--- src/tbp_fifo.sv ---
// tbp_fifo: small first-word-fall-through queue with an occupancy count
// no dependencies; used between classifier and tables, and for results

module tbp_fifo #(
    parameter int WIDTH = 8,
    parameter int DEPTH = 4,
    localparam int PW   = $clog2(DEPTH),
    localparam int CW   = $clog2(DEPTH + 1)
) (
    input  logic             i_clk,
    input  logic             i_rst_n,
    input  logic             i_push,
    input  logic [WIDTH-1:0] i_data,
    input  logic             i_pop,
    output logic [WIDTH-1:0] o_data,
    output logic             o_empty,
    output logic [CW-1:0]    o_count
);

    logic [WIDTH-1:0] r_mem [DEPTH];
    logic [PW-1:0]    r_wr_ptr, n_wr_ptr;
    logic [PW-1:0]    r_rd_ptr, n_rd_ptr;
    logic [CW-1:0]    r_count, n_count;
    logic             do_push, do_pop;

    assign do_push = i_push && (r_count != CW'(DEPTH));
    assign do_pop  = i_pop && (r_count != '0);

    always_comb begin
        n_wr_ptr = r_wr_ptr;
        n_rd_ptr = r_rd_ptr;
        n_count  = r_count;
        if (do_push) begin
            n_wr_ptr = (r_wr_ptr == PW'(DEPTH - 1)) ? '0 : r_wr_ptr + PW'(1);
        end
        if (do_pop) begin
            n_rd_ptr = (r_rd_ptr == PW'(DEPTH - 1)) ? '0 : r_rd_ptr + PW'(1);
        end
        if (do_push && !do_pop) begin
            n_count = r_count + CW'(1);
        end else if (!do_push && do_pop) begin
            n_count = r_count - CW'(1);
        end
    end

    always_ff @(posedge i_clk) begin
        if (!i_rst_n) begin
            r_wr_ptr <= '0;
            r_rd_ptr <= '0;
            r_count  <= '0;
        end else begin
            r_wr_ptr <= n_wr_ptr;
            r_rd_ptr <= n_rd_ptr;
            r_count  <= n_count;
        end
    end

    always_ff @(posedge i_clk) begin
        if (do_push) begin
            r_mem[r_wr_ptr] <= i_data;
        end
    end

    assign o_data  = r_mem[r_rd_ptr];
    assign o_empty = (r_count == '0);
    assign o_count = r_count;

endmodule

--- config.mk ---
export PLATFORM = sky130hd
export DESIGN_NAME = tbp_fifo
export DESIGN_NICKNAME = d
export VERILOG_FILES = /design/src/tbp_fifo.sv
export SDC_FILE = /design/constraint.sdc
export NUM_CORES = 1
export LEC_CHECK = 0
export ABC_AREA = 1
export BUFFER_PORTS_ARGS = -buffer_cell sky130_fd_sc_hd__buf_2
export CAP_MARGIN = 0
export CORE_ASPECT_RATIO = 0.6
export CORE_MARGIN = 2
export CORE_UTILIZATION = 55
export DETAILED_ROUTE_END_ITERATION = 16
export GPL_ROUTABILITY_DRIVEN = 0
export PLACE_DENSITY = 0.81
export SKIP_LAST_GASP = 1
export SLEW_MARGIN = 10
export SYNTH_ARGS = -nofsm -noshare
export SYNTH_HDL_FRONTEND = slang
export SYNTH_SLANG_ARGS = --single-unit
--- constraint.sdc ---
create_clock -name i_clk -period 3.6 [get_ports i_clk]
set_input_delay 0.54 -clock i_clk [delete_from_list [all_inputs] [get_ports i_clk]]
set_output_delay 0.54 -clock i_clk [all_outputs]
set_load 0.05 [all_outputs]
# Word-level counts from Yosys, hierarchy flattened
# Memories as Yosys holds them, arrays and structs flattened. A register that Yosys moved wholly into a read port is not among the register bits.
# Cells that the tools add are included.
[totals] ramBits=32 input_bits=12 out_inout_bits=12 reg_bits=7 wordCells=28 memories=1
[op_classes] eq_ne=3 n_mux=8 n_reduce_logical=9 n_addsub=4
[memory_table] memory="r_mem" depth=4 width=8 rd=1 rd_ports_with_merged_regs=1 wr=1 line_no="20" rtl="logic [WIDTH-1:0] r_mem [DEPTH];"
[ops] operator="2-bit two-way mux" n=4
[ops] operator="3-bit two-way mux" n=2
[ops] operator="2-bit by 1-bit adder with 2-bit output (second input constant)" n=2
[ops] operator="2-bit equality test (second input constant)" n=2
[ops] operator="1-bit logical AND" n=4
[ops] operator="3-bit by 1-bit adder with 3-bit output (second input constant)" n=1
[ops] operator="3-bit zero test" n=1
[ops] operator="3-bit inequality test (second input constant)" n=1
[ops] operator="3-bit nonzero test" n=1
[ops] operator="3-bit by 1-bit subtractor with 3-bit output (second input constant)" n=1
[ops] operator="1-bit zero test" n=2
[ops] operator="1-bit two-way mux" n=2
[ops] operator="2-bit nonzero test" n=1

# Depth between registers and ports, before layout
[logic_depth] depth_word=6 ltp_mapped=13 ltp_nobuf=13

# Worst setup path before layout
# No wires, ideal clock.
[synth_timing] kind="reg-to-reg" startpoint="register r_count[1], in the netlist o_count[1]" endpoint="register r_count[2], in the netlist o_count[2]" slack_ns=1.527 setup_time_ns=0.110 synth_period_minus_slack_ns=2.073 t_required_ns=3.490 arrival_time_ns=1.964 path_buffers=0 stages_incl_launch_ff=14 path_cell_list="dfxtp_1 > nor2_1 > nand2_1 > nand2_1 > inv_1 > ha_1 > inv_1 > fa_1 > inv_1 > nand2_1 > nand3_1 > nand2_1 > inv_1 > nor2_1"
[synth_between] elab_chain_cells=5 elab_cells_between_ends=13 cone_classes="2 x add/sub; 1 x eq/ne; 2 x mux; 8 x reduce/logical"
[synth_rtl] item="start: declaration" line_no="23" rtl="logic [CW-1:0] r_count, n_count;"
[synth_rtl] item="start signal: assignment" line_no="54" rtl="r_count <= n_count;"
[synth_rtl] item="3-bit inequality test *" line_no="26" rtl="assign do_push = i_push && (r_count != CW'(DEPTH));"
[synth_rtl] item="1-bit logical AND *" line_no="26"
[synth_rtl] item="via do_push" line_no="24" rtl="logic do_push, do_pop;"
[synth_rtl] item="1-bit zero test" line_no="41" rtl="end else if (!do_push && do_pop) begin"
[synth_rtl] item="1-bit logical AND" line_no="41"
[synth_rtl] item="2-bit nonzero test (no source line)"
# The timed path passes the listed nets; every way through them passes the cells marked *. The select of a mux whose other input is x is not followed.
# A chain may end at the register's enable or synchronous reset.

==> results.sh <==
export IMPL_dp_hpwl_um=2180
export IMPL_fillers=227
export IMPL_r2r_slack_ps=1620
export IMPL_slew_violations=0
export IMPL_synthMuxAreaShare_pct=0
export IMPL_fmax_ghz=0.415
export IMPL_antenna_left=0
export IMPL_synth_cell_types=18
export IMPL_hold_class="in2reg"
export IMPL_period_needed_ps=2410
export IMPL_areaGrowthSynthToFinish_pct=15.1
export IMPL_reg2reg_from="o_count[1]"
export IMPL_crit_fanout=17
export IMPL_fin_crit_sh_pct=66.9
export IMPL_post_synth_top_area_cell="edfxtp_1"
export IMPL_cts_tree="done"
export IMPL_finalClockSkew_ps=3.21
export IMPL_ctsHoldBuffers=0
export IMPL_grt_antenna_before_repair=0
export IMPL_timing_max_cap_violations=0
export IMPL_fin_setup_tns_ps=0
export IMPL_endpoint="o_data[0]"
export IMPL_clockPowerShare_pct=21.3
export IMPL_r2r_cells=9
export IMPL_switching_power_uw=737
export IMPL_synth_seq_area_share_pct=67.6
export IMPL_swShare_pct=43.5
export IMPL_syn_area_per_cell_um2=11.5
export IMPL_startpoint_type="flip-flop"
export IMPL_initial_utilization_pct=58.4
export IMPL_synth_top_family_by_area="simple AND/OR/NAND/NOR gates"
export IMPL_rr_endpoint="o_count[1]"
export IMPL_worstSetupEndpointType="output port"
export IMPL_grt_max_degree=18
export IMPL_final_cell_mix="edfxtp_1, nor2_1, buf_2"
export IMPL_grt_usage_pct=21.2
export IMPL_grt_pass1_vias=1077
export IMPL_synth_area_um2=1690
export IMPL_critical_path_class="reg2out"
export IMPL_powerDensity_nw_per_um2=873
export IMPL_internal_power_uw=959
export IMPL_die_width_um=75.5
export IMPL_viasPerCell=5.20
export IMPL_p_seq_share_pct=38.4
export IMPL_yosys_area_share_simple_pct=12.1
export IMPL_drive_gt1_share_pct=19.9
export IMPL_p_leak_nw=0.783
export IMPL_synthCells=147
export IMPL_yosys_area_share_adder_pct=5.63
export IMPL_final_common_cell="edfxtp_1"
export IMPL_htreeDepth=2
export IMPL_cts_buffers=5
export IMPL_critical_path_arrival_ps=1870
export IMPL_clk_path_buf_depth=2
export IMPL_diodes=0
export IMPL_io_pins=24
export IMPL_cts_resized=0
export IMPL_synth_xor_area_share_pct=0
export IMPL_vdd_drop_max_mv=0.415
export IMPL_yosysTopAreaCellShare_pct=56.9
export IMPL_nets=194
export IMPL_yosysWarnings=0
export IMPL_dieArea_um2=3540
export IMPL_grt_setup_unrepaired="false"
export IMPL_cts_setup_buffers=0
export IMPL_combPwrFrac_pct=40.3
export IMPL_worstMarginPinSlew_ps=795
export IMPL_dieHeight_um=46.9
export IMPL_fp_row_count=15
export IMPL_synth_compound_area_share_pct=9.34
export IMPL_num_vias=1134
export IMPL_insertion_delay_ps=290
export IMPL_ys_ff_latch=41
export IMPL_drt_iter0_markers=92
export IMPL_wl_um=3170
export IMPL_port_buffers=23
export IMPL_place_inst=210
export IMPL_max_slew_margin_pct=46.8
export IMPL_drt_pass1_iter_count=4
export IMPL_hold_viol=0
export IMPL_setup_viol=0
export IMPL_final_cell_count_no_fill=218
export IMPL_clk_pin_slew_ps=80
export IMPL_drc=0
export IMPL_synth_net_count=166
export IMPL_grt_ovfl_total=0
export IMPL_cp_data_required_time_ps=3060
export IMPL_routedWlPerCell_um=14.5
export IMPL_grt_pass1_wl_um=5140
export IMPL_cts_sinks=41
export IMPL_root_buffer="clkbuf_8"
export IMPL_netlist_top_cells_area="edfxtp_1, dfxtp_1, nor2_1, ha_1, o21ai_0"
export IMPL_status="finished clean"
export IMPL_core_um2=2890
-- final cells by class --
cell class	instances	area (µm²)	share of cell area (%)
clock inverter	3	41.3	2.12
multi-input combinational	86	457	23.5
inverter	18	67.6	3.48
tap	42	52.6	2.70
clock buffer	5	68.8	3.54
sequential	41	1140	58.7
timing repair buffer	23	115	5.92
-- flip-flops by register name, indices dropped and copies added, names as in the netlist, named ones only --
| register | flops |
|---|---|
| r_wr_ptr | 2 |
| o_count | 3 |
| r_rd_ptr | 2 |
| r_mem | 32 |
-- critical path, cell delays in order (launching register included) --
cell and delay [ps]:
dfxtp_1 670, inv_2 270, o21ai_0 280, o22ai_1 120
buf_2 230
-- worst min-delay path by stage --
stage,start,cells after the start,endpoint,slack [ps]
final,i_data[4],1,r_mem[2][4],460
after global routing,i_data[7],1,r_mem[1][7],450
after CTS,i_data[4],1,r_mem[2][4],460
after detailed placement,o_count[0],2,o_count[0],530
after global placement,o_count[0],2,o_count[0],500
after floorplan,r_rd_ptr[1],4,flip-flop,500
-- power groups by stage --
| stage | clock (mW) | sequential [mW] | combinational [mW] |
|---|---|---|---|
| after detailed placement | 0 | 0.661 | 0.681 |
| final | 0.361 | 0.651 | 0.684 |
| after floorplan | 0 | 0.696 | 0.491 |
| after global placement | 0 | 0.655 | 0.648 |
| after CTS | 0.363 | 0.652 | 0.685 |
| after global routing | 0.381 | 0.665 | 0.750 |
-- cells in the mapped netlist, drive strengths merged --
master	n
nand3b	1
edfxtp	32
fa	1
dfxtp	9
ha	6
nand4	1
nand3	1
o22ai	8
inv	18
buf	2
a21oi	2
o21ai	18
nand2	15
nor2	33
-- per-layer routing --
metal  track usage (%)  routed length (µm)
met1              25.4                1310
met4              7.72                  35
met2              37.6                1600
met5                 0                   0
met3              6.44                 221
-- cells by family after synthesis --
family          count (synthesis)
flops                          41
fa+ha+maj                       7
buf+inv                        20
simple gates                   51
compound gates                 28
-- stage by stage --
step | util (%) | total power, mW | hold WS (ps) | instance area (µm²) | worst slack, ps
final | 67.2 | 1.70 | 456 | 1940 | 1190
after global routing | 67.2 | 1.80 | 455 | 1940 | 1040
after CTS | 67.2 | 1.70 | 455 | 1940 | 1180
after detailed placement | 63.4 | 1.34 | 527 | 1830 | 1590
after global placement | 63.4 | 1.30 | 505 | 1830 | 1690
after floorplan | - | 1.19 | 501 | 1690 | 1530
(Power assumes the default switching activity.)
