===== src/tbp_pkg.sv =====
// tbp_pkg: shared types and constants of the tournament branch predictor
// used by tbp_front, tbp_back and the top module, no dependencies

package tbp_pkg;

    localparam int ADDR_W       = 32;
    localparam int COUNT_W      = 32;
    localparam int CTR_W        = 2;

    // default sizing of the prediction tables and the global history
    localparam int TABLE_ENTRIES_DEF = 2048;
    localparam int HISTORY_BITS_DEF  = 11;

    // queue between classifier and table pipeline, and the result queue
    localparam int MQ_DEPTH  = 4;
    localparam int MQ_CNT_W  = $clog2(MQ_DEPTH + 1);
    localparam int OQ_DEPTH  = 4;
    localparam int OQ_CNT_W  = $clog2(OQ_DEPTH + 1);

    // reset contents of the tables
    localparam logic [CTR_W-1:0] SEL_RESET = 2'd0;    // strongly gshare
    localparam logic [CTR_W-1:0] CNT_RESET = 2'd3;    // strongly taken
    localparam logic [CTR_W-1:0] CTR_MAX   = 2'd3;
    localparam logic [CTR_W-1:0] CTR_MIN   = 2'd0;
    localparam logic [CTR_W-1:0] CTR_TAKEN = 2'd2;    // taken at or above this

    // selector and bimodal counter share one word, selector in the upper half
    localparam int BS_W = 2 * CTR_W;
    localparam logic [BS_W-1:0] BS_RESET = {SEL_RESET, CNT_RESET};

    typedef struct packed {
        logic [ADDR_W-1:0] branch_address;
        logic              taken;
    } t_in;

    typedef struct packed {
        logic               predicted_taken;
        logic               chose_bimodal;
        logic               prediction_correct;
        logic [COUNT_W-1:0] correct_total;
    } t_out;

    // saturating 2-bit counter step
    function automatic logic [CTR_W-1:0] ctr_step(input logic [CTR_W-1:0] c,
                                                   input logic up);
        logic [CTR_W-1:0] r;
        r = c;
        if (up) begin
            if (c != CTR_MAX) r = c + 2'd1;
        end else begin
            if (c != CTR_MIN) r = c - 2'd1;
        end
        return r;
    endfunction

endpackage


===== src/tbp_front.sv =====
// tbp_front: accepts branches, keeps the global history and reduces the
// bimodal and gshare indexes; depends on tbp_pkg

module tbp_front #(
    parameter int TABLE_ENTRIES = tbp_pkg::TABLE_ENTRIES_DEF,
    parameter int HISTORY_BITS  = tbp_pkg::HISTORY_BITS_DEF,
    localparam int IDX_W        = $clog2(TABLE_ENTRIES),
    localparam int JOB_W        = 2 * IDX_W + 1
) (
    input  logic                          i_clk,
    input  logic                          i_rst_n,
    input  logic                          i_push,
    output logic                          o_full,
    input  tbp_pkg::t_in                  i_item,
    input  logic                          i_clearing,
    input  logic [tbp_pkg::MQ_CNT_W-1:0]  i_mq_count,
    output logic                          o_job_push,
    output logic [JOB_W-1:0]              o_job
);

    localparam int AW    = tbp_pkg::ADDR_W;
    localparam int SHIFT = AW + IDX_W;
    localparam int PW    = AW + 34;
    localparam int CW    = tbp_pkg::MQ_CNT_W + 1;
    localparam bit IS_POW2 = ((TABLE_ENTRIES & (TABLE_ENTRIES - 1)) == 0);
    // reciprocal of the table size, exact quotient for any 32-bit value
    localparam logic [33:0] RECIP = 34'(((64'd1 << SHIFT) / TABLE_ENTRIES) + 64'd1);
    localparam logic [AW-1:0] TBL_N = AW'(TABLE_ENTRIES);

    logic                    accept;
    logic [HISTORY_BITS-1:0] r_hist, n_hist;
    logic [AW-1:0]           x_gs;
    logic [PW-1:0]           prod_bi, prod_gs;

    logic                    r_s1_v;
    logic                    r_s1_taken;
    logic [AW-1:0]           r_s1_x_bi, r_s1_x_gs;
    logic [AW-1:0]           r_s1_q_bi, r_s1_q_gs;
    logic [AW-1:0]           qt_bi, qt_gs, rem_bi, rem_gs;
    logic [IDX_W-1:0]        idx_bi, idx_gs;

    // credit check: queue entries plus the item still in the reduce stage; also full while clearing
    assign o_full = i_clearing
                 || ((CW'(i_mq_count) + CW'(r_s1_v)) >= CW'(tbp_pkg::MQ_DEPTH));
    assign accept = i_push && !o_full;

    assign x_gs   = i_item.branch_address ^ AW'(r_hist);
    assign n_hist = HISTORY_BITS'({r_hist, i_item.taken});

    assign prod_bi = PW'(i_item.branch_address) * PW'(RECIP);
    assign prod_gs = PW'(x_gs) * PW'(RECIP);

    always_ff @(posedge i_clk) begin
        if (!i_rst_n) begin
            r_hist <= '0;
            r_s1_v <= 1'b0;
        end else begin
            r_s1_v <= accept;
            if (accept) begin
                r_hist <= n_hist;
            end
        end
    end

    always_ff @(posedge i_clk) begin
        if (accept) begin
            r_s1_taken <= i_item.taken;
            r_s1_x_bi  <= i_item.branch_address;
            r_s1_x_gs  <= x_gs;
            r_s1_q_bi  <= AW'(prod_bi >> SHIFT);
            r_s1_q_gs  <= AW'(prod_gs >> SHIFT);
        end
    end

    // remainder from the registered quotient
    assign qt_bi  = r_s1_q_bi * TBL_N;
    assign qt_gs  = r_s1_q_gs * TBL_N;
    assign rem_bi = r_s1_x_bi - qt_bi;
    assign rem_gs = r_s1_x_gs - qt_gs;

    assign idx_bi = IS_POW2 ? r_s1_x_bi[IDX_W-1:0] : rem_bi[IDX_W-1:0];
    assign idx_gs = IS_POW2 ? r_s1_x_gs[IDX_W-1:0] : rem_gs[IDX_W-1:0];

    assign o_job_push = r_s1_v;
    assign o_job      = {idx_bi, idx_gs, r_s1_taken};

endmodule


===== config.mk =====
export PLATFORM = sky130hd
export DESIGN_NAME = tbp_front
export DESIGN_NICKNAME = d
export VERILOG_FILES = /design/src/tbp_pkg.sv /design/src/tbp_front.sv
export SDC_FILE = /design/constraint.sdc
export NUM_CORES = 1
export LEC_CHECK = 0
export BUFFER_PORTS_ARGS = -buffer_cell sky130_fd_sc_hd__buf_2
export CAP_MARGIN = 20
export CORE_MARGIN = 1
export CORE_UTILIZATION = 30
export CTS_CLUSTER_DIAMETER = 120
export CTS_CLUSTER_SIZE = 16
export DETAILED_ROUTE_END_ITERATION = 6
export PLACE_DENSITY = 0.57
export SETUP_SLACK_MARGIN = 0.02
export SYNTH_ARGS = -nofsm -noshare
export SYNTH_HDL_FRONTEND = slang
export SYNTH_SLANG_ARGS = --single-unit

===== constraint.sdc =====
create_clock -name i_clk -period 1.9 [get_ports i_clk]
set_clock_uncertainty 0.1 [all_clocks]
set_input_delay 0.095 -clock i_clk [delete_from_list [all_inputs] [get_ports i_clk]]
set_output_delay 0.095 -clock i_clk [all_outputs]
set_load 0.05 [all_outputs]

# Word level (Yosys, flattened, before mapping)
# Index checks and enable logic that the tools add are counted.
# totals
input_bits	40
output_inout_bits	25
regBits	35
elab_cells	11
# classes
n_reduce_logical	3
order_cmp	1
n_addsub	1
bitwise	1
# ops
op	n
$xor A11 B11 Y11	1
$add A3 B1 Y4	1
$ge A4 B3 Y1 const B	1
$logic_and A1 B1 Y1	1
$logic_not A1 Y1	1
$logic_or A1 B1 Y1	1

# Depth between registers and ports, before layout
# depth
ltp_word	5
mapped_depth	4
mapped_depth_nobuf	3

# Worst setup path before layout
# No wires, ideal clock.
# synth_path
path_type	register to register
from	register r_s1_v, in the netlist o_job_push
to	register r_s1_taken, enable pin
setup_time_ns	0.378
t_required_ns	1.422
setup_slack_ns	0.003
stages_incl_launch_ff	5
synth_period_minus_slack_ns	1.897
arrival_ns	1.419
n_path_buf	1
cell_sequence	dfxtp_1 > nand3_1 > nand3_4 > buf_6 > inv_1
# synth_via
elab_chain_cells	5
# synth_lines
element	line	rtl
start: declaration	tbp_front.sv:35	logic r_s1_v;
start signal: assignment	tbp_front.sv:58	r_s1_v <= accept;
$add A3 B1 Y4	tbp_front.sv:44	|| ((CW'(i_mq_count) + CW'(r_s1_v)) >= CW'(tbp_pkg::MQ_DEPTH));
$ge A4 B3 Y1	tbp_front.sv:44	
$logic_or A1 B1 Y1	tbp_front.sv:44	
$logic_not A1 Y1	tbp_front.sv:45	assign accept = i_push && !o_full;
$logic_and A1 B1 Y1	tbp_front.sv:45	
named net accept	tbp_front.sv:30	logic accept;
end signal: assignment	tbp_front.sv:67	r_s1_taken <= i_item.taken;
end: declaration	tbp_front.sv:36	logic r_s1_taken;
# The timed path passes the listed nets, and every way through them passes these cells.
# A chain may end at the register's enable or synchronous reset.

# Worst setup path in the final report
# layout_path
from	register r_s1_v, in the netlist o_job_push
to	register r_s1_x_gs[6], enable pin
# layout_via
elab_chain_cells	5
# layout_lines
element	line	rtl
$add A3 B1 Y4	tbp_front.sv:44	
$ge A4 B3 Y1	tbp_front.sv:44	
$logic_or A1 B1 Y1	tbp_front.sv:44	
$logic_not A1 Y1	tbp_front.sv:45	
$logic_and A1 B1 Y1	tbp_front.sv:45	
named net accept	tbp_front.sv:30	
end signal: assignment	tbp_front.sv:69	r_s1_x_gs <= x_gs;
end: declaration	tbp_front.sv:37	logic [AW-1:0] r_s1_x_bi, r_s1_x_gs;
# The timed path passes the listed nets, and every way through them passes these cells.

==> results.sh <==
export IMPL_status="completed"
export IMPL_drc_errors=0
export IMPL_ys_seq_area_frac=0.7418
export IMPL_setup_violations=0
export IMPL_worst_path_max_delay_cell="clkinvlp_4"
export IMPL_yosys_top_cells_area="edfxtp_1 (55%), dfxtp_1 (19%), mux2i_1 (8.8%)"
export IMPL_io_buffers=43
export IMPL_finalCritPeriodShare=0.7876
export IMPL_holdPathEnd="o_job_push$_SDFF_PN0_"
export IMPL_crit_arrival_ns=1.28
export IMPL_clockBufferDepth=2
export IMPL_maxSlewHeadroom=0.6782
export IMPL_syn_inst=79
export IMPL_io_pins=65
export IMPL_grt_overflow=0
export IMPL_syn_num_nets=119
export IMPL_reg2reg_to="r_s1_x_gs[6]$_DFFE_PP_"
export IMPL_critPathCaptureType="flop"
export IMPL_clkLatencyLatePin_ns=0.28
export IMPL_rsz0062_at_grt="false"
export IMPL_root_buffer="clkbuf_8"
export IMPL_pwr_share_seq=0.561
export IMPL_crit_required_ns=1.69
export IMPL_die_area_mm2=0.004446
export IMPL_drive_gt1_frac=0.3857
export IMPL_track_usage=0.1081
export IMPL_antenna_found_initial=0
export IMPL_routed_via_count=778
export IMPL_fp_dieW_um=66.68
export IMPL_crit_fanout=23
export IMPL_rows=23
export IMPL_start_util=0.3137
export IMPL_synth_area_per_cell_um2=15.89
export IMPL_hold_class="in2reg"
export IMPL_design_area_mm2=0.001723
export IMPL_grt_pass1_vias=725
export IMPL_p_leak_nw=0.7665
export IMPL_ant_nets=0
export IMPL_pwr_share_clk=0.342
export IMPL_maxCapViolations=0
export IMPL_startpoint_type="flop"
export IMPL_comb_power_share=0.098
export IMPL_intPower_mw=1.137
export IMPL_ys_seq_elements=35
export IMPL_place_congestion=0.6602
export IMPL_antenna_cells=0
export IMPL_hold_path_cell_count=3
export IMPL_drt_total_wl_mm=2.113
export IMPL_fp_dieH_um=66.68
export IMPL_htree_levels=2
export IMPL_max_freq_mhz=668.3
export IMPL_fin_tns_setup_ns=0
export IMPL_cts_buffers_inserted=5
export IMPL_dr_pass1_iters=4
export IMPL_worstPathCellList="nand3_1 -> nand3_4 -> clkinvlp_4"
export IMPL_peakVddDrop_uv=296.9
export IMPL_grt_max_degree=24
export IMPL_cts_tree="built"
export IMPL_sw_frac_of_total=0.2343
export IMPL_hpwl_mm=1.425
export IMPL_min_from="i_rst_n"
export IMPL_reg2reg_from="o_job_push$_SDFF_PN0_"
export IMPL_hold_viol=0
export IMPL_worst_path_stages=3
export IMPL_finalCriticalPeriod_ns=1.496
export IMPL_path_clk_slew_ns=0.06
export IMPL_path_delay_family="buffers and inverters"
export IMPL_drtIter0Drc=7
export IMPL_critPathKind="reg2reg"
export IMPL_vias_per_cell=4.095
export IMPL_slew_viol_final=0
export IMPL_power_density_mw_per_mm2=862.1
export IMPL_placed_cell_area_mm2=0.001521
export IMPL_yosysTopAreaCell="edfxtp_1"
export IMPL_fp_coreArea_mm2=0.004000
export IMPL_yosysWarnings=0
export IMPL_grt_pass1_wl_mm=3.291
export IMPL_finalPower_mw=1.485
export IMPL_critPathBufInv=1
export IMPL_areaGrowthSynthToFinish_pct=37.29
export IMPL_tightest_slew_ns=0.4817
export IMPL_ys_types=13
export IMPL_yosys_area_top_type_share=0.5503
export IMPL_wire_per_inst_um=11.12
export IMPL_critical_path_max_stage_delay_ns=0.40
export IMPL_synth_area_mm2=0.001255
export IMPL_clkSinkCount=35
export IMPL_r2r_setup_slack_ns=0.40
export IMPL_p_sw_mw=0.3481
export IMPL_worstRegToRegCells=3
export IMPL_final_nets=179
## worst reg2reg max path, stage by stage (launching register included)
cell	delay, ns
dfxtp_2	0.33
nand3_1	0.13
nand3_4	0.12
clkinvlp_4	0.40
## final cells by class
| cell class | instances | area, um^2 |
|---|---|---|
| Fill cell | 393 | 2277 |
| Sequential cell | 35 | 932.1 |
| Timing Repair Buffer | 56 | 342.8 |
| Multi-Input combinational cell | 39 | 292.8 |
| Clock buffer | 7 | 76.32 |
| Tap cell | 50 | 62.56 |
| Inverter | 2 | 11.26 |
| Clock inverter | 1 | 5.005 |
## Yosys cell counts (all sizes together)
library cell,count
buf,3
inv,2
nand3,2
dfxtp,12
nor2,2
nand2,13
mux2i,11
edfxtp,23
xor2,11
## worst max path at each step
stage | startpoint | endpoint | slack, ns
after detailed placement | o_job_push$_SDFF_PN0_ | r_s1_x_gs[10]$_DFFE_PP_ | 0.39
after CTS | o_job_push$_SDFF_PN0_ | r_s1_x_gs[1]$_DFFE_PP_ | 0.37
after global placement | o_job_push$_SDFF_PN0_ | r_s1_x_bi[9]$_DFFE_PP_ | 0.44
after global routing | o_job_push$_SDFF_PN0_ | r_s1_x_gs[1]$_DFFE_PP_ | 0.28
after floorplan | o_job_push$_SDFF_PN0_ | r_s1_taken$_DFFE_PP_ | 0.17
final | o_job_push$_SDFF_PN0_ | r_s1_x_gs[6]$_DFFE_PP_ | 0.40
## registers in the layout (all words and copies together) (netlist names)
name        flops
o_job_push      1
r_s1_x_gs      11
r_hist         11
r_s1_taken      1
r_s1_x_bi      11
## power groups by stage
stage	sequential, mW	combinational, mW	clock (mW)
floorplan	0.898	0.0368	0
global placement	0.849	0.124	0
detailed placement	0.849	0.127	0
CTS	0.833	0.146	0.520
global route	0.834	0.154	0.558
finish	0.833	0.145	0.508
## what timing repair did
item | 4_1_cts | 5_1_grt
resized for setup | 0 | 0
endpoints found under the hold margin | 13 | 0
buffers inserted | 0 | 0
hold buffers | 12 | 0
## stage by stage
step / cells / util / hold slack, ns / setup WS, ns
after global routing: 190 / 0.4307 / 0.06644 / 0.2797
after detailed placement: 170 / 0.3804 / 0.1927 / 0.3876
after CTS: 190 / 0.4307 / 0.03176 / 0.3684
after global placement: 170 / 0.3804 / 0.1935 / 0.4390
final: 190 / 0.4307 / 0.03332 / 0.4036
after floorplan: 79 / - / 0.09387 / 0.1681
## layer usage
metal | track usage | vias up | share of wire
met5 | 0 | - | 0
met3 | 0.04110 | 5 | 0.066
met4 | 0.07979 | 0 | 0.031
met2 | 0.1818 | 23 | 0.51
met1 | 0.1073 | 361 | 0.39
li1 | - | 389 | -
## cell usage in the layout, fill, tap and decap left out
cell type,n
buf_2,43
edfxtp_1,23
nand2_1,13
dlygate4sd3_1,12
xor2_1,11
mux2i_1,11
dfxtp_1,11
clkbuf_8,5
clkbuf_1,2
nand3_1,1
nor2_4,1
nand3_4,1
clkinvlp_4,1
inv_1,1
nor2_1,1
clkinv_2,1
dfxtp_2,1
buf_4,1
## kinds of logic (layout without fill, tap and decap cells)
group,after synthesis,after routing,synth area share
mux,11,11,0.08774
buf+inv,5,66,0.02493
xor+xnor,11,11,0.07677
simple gates,17,17,0.06879
flops,35,35,0.7418
Power figures use the tool's default switching activity.
